==> src/design/sha1_pkg.sv <==
// sha1_pkg: shared constants, round helpers and the schedule control struct
// for the sha-1 hash engine; depends on nothing
package sha1_pkg;

  localparam int ChainWords = 5;
  localparam logic [6:0] LastRound = 7'd79;
  localparam logic [5:0] LastByte = 6'd63;
  localparam logic [5:0] LengthStart = 6'd56;
  localparam logic [7:0] PadMarker = 8'h80;
  localparam logic [2:0] LastWordIdx = 3'd4;

  typedef struct packed {
    logic       push;
    logic       word_end;
    logic [7:0] byte_val;
    logic       step;
    logic       expand;
  } sched_ctrl_t;

  function automatic logic [31:0] init_word(input logic [2:0] idx);
    logic [31:0] val;
    case (idx)
      3'd0: val = 32'h67452301;
      3'd1: val = 32'hefcdab89;
      3'd2: val = 32'h98badcfe;
      3'd3: val = 32'h10325476;
      3'd4: val = 32'hc3d2e1f0;
      default: val = 32'h0;
    endcase
    return val;
  endfunction

  function automatic logic [31:0] round_k(input logic [6:0] rnd);
    logic [31:0] val;
    if (rnd < 7'd20) begin
      val = 32'h5a827999;
    end else if (rnd < 7'd40) begin
      val = 32'h6ed9eba1;
    end else if (rnd < 7'd60) begin
      val = 32'h8f1bbcdc;
    end else begin
      val = 32'hca62c1d6;
    end
    return val;
  endfunction

  function automatic logic [31:0] round_f(input logic [6:0] rnd, input logic [31:0] b,
                                          input logic [31:0] c, input logic [31:0] d);
    logic [31:0] val;
    if (rnd < 7'd20) begin
      val = (b & c) | (~b & d);
    end else if (rnd >= 7'd40 && rnd < 7'd60) begin
      val = (b & c) | (b & d) | (c & d);
    end else begin
      val = b ^ c ^ d;
    end
    return val;
  endfunction

endpackage

==> src/design/sha1_sched.sv <==
// sha1_sched: byte packing and the rolling sixteen-word message schedule
// depends on sha1_pkg
module sha1_sched (
  input  logic                  clk,
  input  sha1_pkg::sched_ctrl_t ctrl,
  output logic [31:0]           w
);

  logic [31:0] line [16];
  logic [23:0] acc;
  logic [31:0] mix;

  assign mix = line[13] ^ line[8] ^ line[2] ^ line[0];
  assign w = ctrl.expand ? {mix[30:0], mix[31]} : line[0];

  always_ff @(posedge clk) begin
    if (ctrl.push) begin
      acc <= {acc[15:0], ctrl.byte_val};
      if (ctrl.word_end) begin
        for (int k = 0; k < 15; k++) begin
          line[k] <= line[k + 1];
        end
        line[15] <= {acc, ctrl.byte_val};
      end
    end else if (ctrl.step) begin
      for (int k = 0; k < 15; k++) begin
        line[k] <= line[k + 1];
      end
      line[15] <= w;
    end
  end

endmodule

==> src/design/sha1_hash_engine.sv <==
// sha1_hash_engine: byte-serial sha-1 with padding and five-beat digest output
// depends on sha1_pkg and sha1_sched
//
//   channel  handshake                   payload
//   data     data_valid / data_ready     data_byte, byte_present, end_of_message
//   digest   digest_valid / digest_ready digest_word, word_number, last_word
//
// the 64th byte of a block starts 80 rounds and a fold,
// one round per cycle through a single round adder.
// a final beat adds the padding bytes plus 80 rounds and a fold per padded
// block, then five digest beats; data_ready is low from the final beat until word 4 leaves.
// rst is synchronous and restores the initial chaining value; a stalled digest
// beat simply holds.
module sha1_hash_engine (
  input  logic        clk,
  input  logic        rst,
  input  logic        data_valid,
  output logic        data_ready,
  input  logic [7:0]  data_byte,
  input  logic        byte_present,
  input  logic        end_of_message,
  output logic        digest_valid,
  input  logic        digest_ready,
  output logic [31:0] digest_word,
  output logic [2:0]  word_number,
  output logic        last_word
);

  typedef enum logic [4:0] {
    S_IDLE  = 5'b00001,
    S_ROUND = 5'b00010,
    S_FOLD  = 5'b00100,
    S_PAD   = 5'b01000,
    S_OUT   = 5'b10000
  } state_t;

  state_t state, state_next;

  logic [31:0] chain [sha1_pkg::ChainWords];
  logic [31:0] a, b, c, d, e;
  logic [63:0] bit_len;
  logic [6:0]  round_cnt;
  logic [5:0]  byte_cnt;
  logic [2:0]  out_idx;
  logic        pad_active, marker_sent, len_phase;

  logic        absorb_en;
  logic [7:0]  absorb_byte;
  logic        len_sel;
  logic [7:0]  len_byte;
  logic [7:0]  pad_byte;
  logic [31:0] wt;
  logic [31:0] tmp;
  logic        in_fire, out_fire;
  sha1_pkg::sched_ctrl_t sched_ctrl;

  assign data_ready   = (state == S_IDLE);
  assign in_fire      = data_valid && data_ready;
  assign digest_valid = (state == S_OUT);
  assign out_fire     = digest_valid && digest_ready;
  assign digest_word  = chain[out_idx];
  assign word_number  = out_idx;
  assign last_word    = (out_idx == sha1_pkg::LastWordIdx);

  assign len_sel  = len_phase || (marker_sent && byte_cnt == sha1_pkg::LengthStart);
  assign len_byte = 8'(bit_len >> {~byte_cnt[2:0], 3'b000});
  assign pad_byte = !marker_sent ? sha1_pkg::PadMarker : (len_sel ? len_byte : 8'h00);

  always_comb begin
    absorb_en   = 1'b0;
    absorb_byte = pad_byte;
    if (state == S_IDLE) begin
      absorb_en   = in_fire && byte_present;
      absorb_byte = data_byte;
    end else if (state == S_PAD) begin
      absorb_en   = 1'b1;
    end
  end

  assign sched_ctrl.push     = absorb_en;
  assign sched_ctrl.word_end = (byte_cnt[1:0] == 2'b11);
  assign sched_ctrl.byte_val = absorb_byte;
  assign sched_ctrl.step     = (state == S_ROUND);
  assign sched_ctrl.expand   = (round_cnt >= 7'd16);

  sha1_sched u_sched (
    .clk  (clk),
    .ctrl (sched_ctrl),
    .w    (wt)
  );

  assign tmp = {a[26:0], a[31:27]} + sha1_pkg::round_f(round_cnt, b, c, d) + e
             + sha1_pkg::round_k(round_cnt) + wt;

  always_comb begin
    state_next = state;
    case (state)
      S_IDLE: begin
        if (in_fire) begin
          if (byte_present && byte_cnt == sha1_pkg::LastByte) begin
            state_next = S_ROUND;
          end else if (end_of_message) begin
            state_next = S_PAD;
          end
        end
      end
      S_PAD: begin
        if (byte_cnt == sha1_pkg::LastByte) begin
          state_next = S_ROUND;
        end
      end
      S_ROUND: begin
        if (round_cnt == sha1_pkg::LastRound) begin
          state_next = S_FOLD;
        end
      end
      S_FOLD: begin
        if (len_phase) begin
          state_next = S_OUT;
        end else if (pad_active) begin
          state_next = S_PAD;
        end else begin
          state_next = S_IDLE;
        end
      end
      S_OUT: begin
        if (out_fire && last_word) begin
          state_next = S_IDLE;
        end
      end
      default: state_next = S_IDLE;
    endcase
  end

  always_ff @(posedge clk) begin
    if (rst) begin
      state       <= S_IDLE;
      bit_len     <= '0;
      round_cnt   <= '0;
      byte_cnt    <= '0;
      out_idx     <= '0;
      pad_active  <= 1'b0;
      marker_sent <= 1'b0;
      len_phase   <= 1'b0;
      for (int i = 0; i < sha1_pkg::ChainWords; i++) begin
        chain[i] <= sha1_pkg::init_word(3'(i));
      end
    end else begin
      state <= state_next;
      if (in_fire) begin
        pad_active <= end_of_message;
        if (byte_present) begin
          bit_len <= bit_len + 64'd8;
        end
      end
      if (state == S_PAD) begin
        marker_sent <= 1'b1;
        len_phase   <= len_sel;
      end
      if (absorb_en) begin
        byte_cnt <= byte_cnt + 6'd1;
        if (byte_cnt == sha1_pkg::LastByte) begin
          round_cnt <= '0;
        end
      end
      if (state == S_ROUND) begin
        round_cnt <= round_cnt + 7'd1;
      end
      if (state == S_FOLD) begin
        chain[0] <= chain[0] + a;
        chain[1] <= chain[1] + b;
        chain[2] <= chain[2] + c;
        chain[3] <= chain[3] + d;
        chain[4] <= chain[4] + e;
      end
      if (out_fire) begin
        if (last_word) begin
          out_idx     <= '0;
          bit_len     <= '0;
          byte_cnt    <= '0;
          pad_active  <= 1'b0;
          marker_sent <= 1'b0;
          len_phase   <= 1'b0;
          for (int i = 0; i < sha1_pkg::ChainWords; i++) begin
            chain[i] <= sha1_pkg::init_word(3'(i));
          end
        end else begin
          out_idx <= out_idx + 3'd1;
        end
      end
    end
  end

  // working variables
  always_ff @(posedge clk) begin
    if (absorb_en && byte_cnt == sha1_pkg::LastByte) begin
      a <= chain[0];
      b <= chain[1];
      c <= chain[2];
      d <= chain[3];
      e <= chain[4];
    end else if (state == S_ROUND) begin
      a <= tmp;
      b <= a;
      c <= {b[1:0], b[31:2]};
      d <= c;
      e <= d;
    end
  end

`ifndef SYNTH
  assert property (@(posedge clk) disable iff (rst)
    digest_valid |-> !data_ready)
    else $error("input taken while digest beats pending");

  assert property (@(posedge clk) disable iff (rst)
    (state == S_ROUND && round_cnt == sha1_pkg::LastRound) |=> (state == S_FOLD))
    else $error("compression did not fold after last round");

  assert property (@(posedge clk) disable iff (rst)
    (state == S_ROUND) |-> (round_cnt <= sha1_pkg::LastRound))
    else $error("round counter overran");

  assert property (@(posedge clk) disable iff (rst)
    (out_fire && last_word) |=> (state == S_IDLE && byte_cnt == 6'd0 && bit_len == 64'd0))
    else $error("message state not cleared after digest");
`endif

endmodule

==> config.mk <==
export PLATFORM = sky130hd
export DESIGN_NAME = sha1_hash_engine
export DESIGN_NICKNAME = d
export VERILOG_FILES = /design/src/design/sha1_pkg.sv /design/src/design/sha1_sched.sv /design/src/design/sha1_hash_engine.sv
export SDC_FILE = /design/constraint.sdc
export NUM_CORES = 2
export LEC_CHECK = 0
export BUFFER_PORTS_ARGS = -buffer_cell sky130_fd_sc_hd__buf_2
export CAP_MARGIN = 20
export CORE_ASPECT_RATIO = 1.2
export CORE_UTILIZATION = 40
export DETAILED_ROUTE_END_ITERATION = 10
export PLACE_DENSITY = 0.53
export SKIP_CTS_REPAIR_TIMING = 1
export SLEW_MARGIN = 10
export SYNTH_ARGS = -nofsm -noshare
export SYNTH_HDL_FRONTEND = slang
export SYNTH_HIERARCHICAL = 1
export SYNTH_SLANG_ARGS = --single-unit
export TNS_END_PERCENT = 1
==> constraint.sdc <==
create_clock -name clk -period 76.8 [get_ports clk]
set_input_delay 7.68 -clock clk [delete_from_list [all_inputs] [get_ports clk]]
set_output_delay 7.68 -clock clk [all_outputs]
set_load 0.01 [all_outputs]
# == Yosys cells after proc, flatten, opt, wreduce, memory -nomap -nowiden ==
# Memories as Yosys holds them, arrays and structs flattened. A register that Yosys moved wholly into a read port is not among the register bits.
# Cells that the tools add are included.
# op_classes
n_mux,113
eq_ne,15
shift,1
order_cmp,5
reduce_logical,14
bitwise,40
addsub,13
# op_table
cell,count
2-to-1 mux 32 bit,61
adder 32 bit,9
2-to-1 mux 64 bit,4
bitwise XOR 32 bit,5
AND 32 bit,4
bitwise OR 32 bit,3
adder 64 x 4 -> 64 bit (second input constant),1
>> shifter 64 x 6 -> 8 bit,1
2-to-1 mux 5 bit,7
NOT 32 bit,1
2-to-1 mux 31 bit,1
2-to-1 mux 1 bit,26
bitwise OR 1 bit,26
case mux 5 bit (5 select lines),1
2-to-1 mux 8 bit,3
2-to-1 mux 7 bit,3
2-to-1 mux 6 bit,3
less-than comparator 7 x 6 -> 1 bit (second input constant),2
equality test 6 bit (second input constant),2
2-to-1 mux 3 bit,3
logical AND 1 bit,8
inequality test 2 x 1 -> 1 bit (second input constant),4
adder 7 x 1 -> 7 bit (second input constant),1
equality test 7 bit (second input constant),1
other kinds (19),21
# totals
word_cells,217
ramBits,672
memories,2
register_bits,272
out_inout_bits,38
inputBits,14
# memory_table
name,depth,width,read_ports,rd_clocked_by_memory_dff,write_ports,line,rtl
u_sched.line,16,32,16,0,16,sha1_sched.sv:9,logic [31:0] line [16];
chain,5,32,6,1,5,sha1_hash_engine.sv:39,logic [31:0] chain [sha1_pkg::ChainWords];

# == Longest topological paths before layout ==
# logic_depth
word_depth,11
mapped_depth,25
depth_no_buf,23

# == Modules after synthesis ==
# The synthesis kept the hierarchy.
# modules_own_cells
mod,cells_per_inst,area_per_inst_um2,instances,seq_area_each_um2
sha1_hash_engine,3229,30730.7,1,11370.9
sha1_sched,818,18052.3,1,16095.4

# == Worst setup path after synthesis ==
# OpenSTA, ideal clock, no wires.
# synth_path
kind,in2reg
startpoint,input port data_valid
endpoint,"memory u_sched.line[0][0], enable pin"
setup_slack_ps,30361
n_path_buf,0
setup_time_ps,2097
arrival_time_ps,44342
path_stages,3
path_cell_list,nand3_2 nand2_1 o21ai_0
# synth_rtl
item,line,rtl
start: declaration,sha1_hash_engine.sv:17,"input logic data_valid,"
end: declaration,sha1_sched.sv:9,

# == Worst setup path after layout ==
# layout_path
startpoint,input port data_valid
endpoint,"register a[24], data pin"
# layout_between
elab_chain_len,5
# layout_lines
item,line,rtl
logical AND 1 bit,sha1_hash_engine.sv:58,assign in_fire = data_valid && data_ready;
logical AND 1 bit,sha1_hash_engine.sv:73,absorb_en = in_fire && byte_present;
2-to-1 mux 1 bit,sha1_hash_engine.sv:72,if (state == S_IDLE) begin
net absorb_en,sha1_hash_engine.sv:47,logic absorb_en;
logical AND 1 bit,sha1_hash_engine.sv:196,if (absorb_en && byte_cnt == sha1_pkg::LastByte) begin
2-to-1 mux 32 bit,sha1_hash_engine.sv:196,
end signal: assignment,sha1_hash_engine.sv:197,a <= chain[0];
end signal: assignment,sha1_hash_engine.sv:203,a <= tmp;
end: declaration,sha1_hash_engine.sv:40,"logic [31:0] a, b, c, d, e;"
# The timed path passes the listed nets, and every way through them passes these cells.
# A chain may end at the register's enable or synchronous reset.

==> results.sh <==
export IMPL_status="complete, but fails checks"
export IMPL_violations="slew limit"
export IMPL_final_antenna_net_count=0
export IMPL_clk_pin_slew_worst_paths_ns=0.06
export IMPL_slew_viol_final=64
export IMPL_clk_insertion_delay_late_ns=0.72
export IMPL_n_antenna_cell=0
export IMPL_hp_class="reg2reg"
export IMPL_synth_cells=4047
export IMPL_cts_tree="yes"
export IMPL_cts_buffer_depth=3
export IMPL_ys_seq_area_frac=0.563
export IMPL_synthXorXnorAreaFrac=0.0515
export IMPL_drc=0
export IMPL_die_h_um=385
export IMPL_syn_avg_cell_area_um2=12.1
export IMPL_antenna_found_initial=1
export IMPL_synth_top_family_by_area="simple AND/OR/NAND/NOR gates"
export IMPL_synthFlopType="edfxtp_1"
export IMPL_io_pins=52
export IMPL_fp_coreArea_um2=121000
export IMPL_wl_per_cell_um=22.0
export IMPL_n_fill_cell=11300
export IMPL_cts_root_buf="clkbuf_16"
export IMPL_rsz0062_at_grt="false"
export IMPL_yosys_warnings=6
export IMPL_setup_violations=0
export IMPL_syn_to_final_growth_pct=11.2
export IMPL_synth_compound_area_share=0.0958
export IMPL_multi_input_area_um2=19900
export IMPL_dp_hpwl_um=88400
export IMPL_r2r_start="round_cnt[5]$_SDFFE_PP0P_"
export IMPL_synth_top_area_frac=0.527
export IMPL_num_rows=140
export IMPL_fmax_mhz=93.5
export IMPL_setup_tns_ns=0
export IMPL_die_x_um=321
export IMPL_drt_iter0_markers=2427
export IMPL_synth_common_cells="edfxtp_1 (856), nand2_1 (605), nor2_1 (274)"
export IMPL_period_needed_ns=10.69
export IMPL_overflow=0
export IMPL_grt_max_degree=164
export IMPL_hold_viol=0
export IMPL_maxCapViolCount=0
export IMPL_r2r_end="a[31]$_DFFE_PP_"
export IMPL_final_cell_area_um2=54200
export IMPL_drt_vias_per_instance=5.32
export IMPL_place_area_um2=50800
export IMPL_synth_seq_cells=944
export IMPL_required_ns=77.36
export IMPL_finalWirelength_um=128000
export IMPL_async_flop_share=0
export IMPL_grt_pass1_vias=30600
export IMPL_finalCritPeriodShare=0.139
export IMPL_leakage_nw=19.9
export IMPL_r2r_cells=23
export IMPL_min_delay_start="u_sched/line[0][239]$_DFFE_PP_"
export IMPL_cp_end_kind="flip-flop"
export IMPL_synth_distinct_cells=87
export IMPL_startpoint_type="input pin"
export IMPL_place_congestion=0.871
export IMPL_worst_pin_slew_ns=1.62
export IMPL_power_density_nw_per_um2=20.2
export IMPL_final_cells=5820
export IMPL_yosysMostFrequentCell="edfxtp_1"
export IMPL_path_max_fanout=73
export IMPL_synthesis_area_um2=48800
export IMPL_grt_pass1_wl_um=193000
export IMPL_first_pass_iters=5
export IMPL_netlist_top_cell_by_area="edfxtp_1"
export IMPL_clock_sinks=944
export IMPL_hold_path_end="u_sched/line[0][207]$_DFFE_PP_"
export IMPL_h_tree_depth=3
export IMPL_ir_drop_mv=0.0185
export IMPL_die_area_um2=123000
export IMPL_critical_path_class="in2reg"
export IMPL_cts_inserted_buffers=102
export IMPL_place_port_buffers=51
export IMPL_synth_edf_count=856
export IMPL_relSlewSlack=-0.0805
export IMPL_synth_fa_ha_area_frac=0.103
export IMPL_layout_drive_gt1_share=0.0958
export IMPL_start_util=0.402
export IMPL_track_usage=0.209
export IMPL_dp_cells=5632
export IMPL_synth_simple_area_share=0.118
export IMPL_ff2ff_setup_slack_ns=70.13
export IMPL_dr_total_vias=31000
export IMPL_muxShareOfSynthArea=0.0386
export IMPL_clock_skew_ns=0.0317
export IMPL_holdPathStages=0
export IMPL_ff_latch_area_um2=27500
export IMPL_worst_ep_arrival_time_ns=11.26
export IMPL_netlist_top_cells_area="edfxtp_1 (53%), fa_1 (5.1%), ha_1 (5.1%), nand2_1 (4.7%), dfxtp_1 (3.6%)"
export IMPL_synth_fp_nets=4386
export IMPL_nets=4443
-- critical path, stage by stage --
cell     delay (ns)
buf_2          0.13
nand3_2        0.18
nand2_1        0.11
buf_4          0.42
and2_4         0.60
buf_4          0.80
buf_4          0.76
nor4_1         0.09
a31oi_1        0.16
o21ai_0        0.11
nor2_1         0.12
-- final cells by class --
class | instances | share of cell area
clock buffer | 130 | 0.0507
multi-input combinational | 2722 | 0.367
timing repair buffer | 83 | 0.00974
inverter | 251 | 0.0174
sequential | 944 | 0.507
clock inverter | 57 | 0.0114
tap | 1633 | 0.0377
-- layout by cell type (no fill, tap or decap), drive strengths merged, types with 125 or more instances in the layout --
master,Yosys,layout
a21oi,206,206
clkbuf,83,130
edfxtp,856,856
fa,125,125
ha,200,200
inv,248,249
nand2,608,608
nor2,277,277
o21ai,174,174
xor2,181,181
-- metal layers --
metal / share of wire / wire length (um) / up-vias / GRT usage
li1: - / - / 14700 / -
met1: 0.44 / 56900 / 15400 / 0.280
met2: 0.49 / 62100 / 675 / 0.351
met3: 0.039 / 4940 / 184 / 0.0239
met4: 0.032 / 4070 / 0 / 0.0738
met5: 0 / 0 / - / 0
-- through the flow --
step	worst slack (ns)	util	power, mW	hold slack (ns)
detailed placement	65.36	0.419	0.605	0.405
finish	66.11	0.447	1.10	0.396
global placement	65.42	0.419	0.605	0.401
floorplan	30.36	-	0.596	0.400
global route	65.86	0.447	1.13	0.416
CTS	66.11	0.447	1.11	0.405
-- power by group --
group	leakage (nW)	switching, mW	internal [mW]
clock network	1.63	0.214	0.287
logic	9.86	0.0202	0.0100
registers	8.37	0.00444	0.560
total	19.9	0.239	0.857
-- cell families (layout without fill, tap and decap cells) --
| logic type | Yosys count | in the layout |
|---|---|---|
| simple gates | 1254 | 1254 |
| buf+inv | 381 | 521 |
| mux | 125 | 125 |
| compound gates | 731 | 731 |
| fa+ha+maj | 325 | 325 |
| xor+xnor | 287 | 287 |
| flops | 944 | 944 |
-- worst max-delay path by stage --
stage	startpoint	end	slack [ns]	depth (start not counted)
6_report	data_valid	a[24]$_DFFE_PP_	66.11	11
5_1_grt	data_valid	a[24]$_DFFE_PP_	65.86	11
3_3_place_gp	data_valid	a[24]$_DFFE_PP_	65.42	11
4_1_cts	data_valid	a[24]$_DFFE_PP_	66.11	11
3_5_place_dp	data_valid	a[24]$_DFFE_PP_	65.36	11
2_1_floorplan	data_valid	u_sched/line[0][0]$_DFFE_PP_	30.36	3
-- flip-flops by register name, indices dropped and copies added (netlist names), 5 cells and up, named ones only --
signal and flops:
a 32, c 32, u_sched/acc 24, b 32, state 5, bit_len 61
d 32, byte_cnt 6, e 32, u_sched/line 512, round_cnt 7, chain 160
No activity file was read; power rests on OpenSTA's default activity.
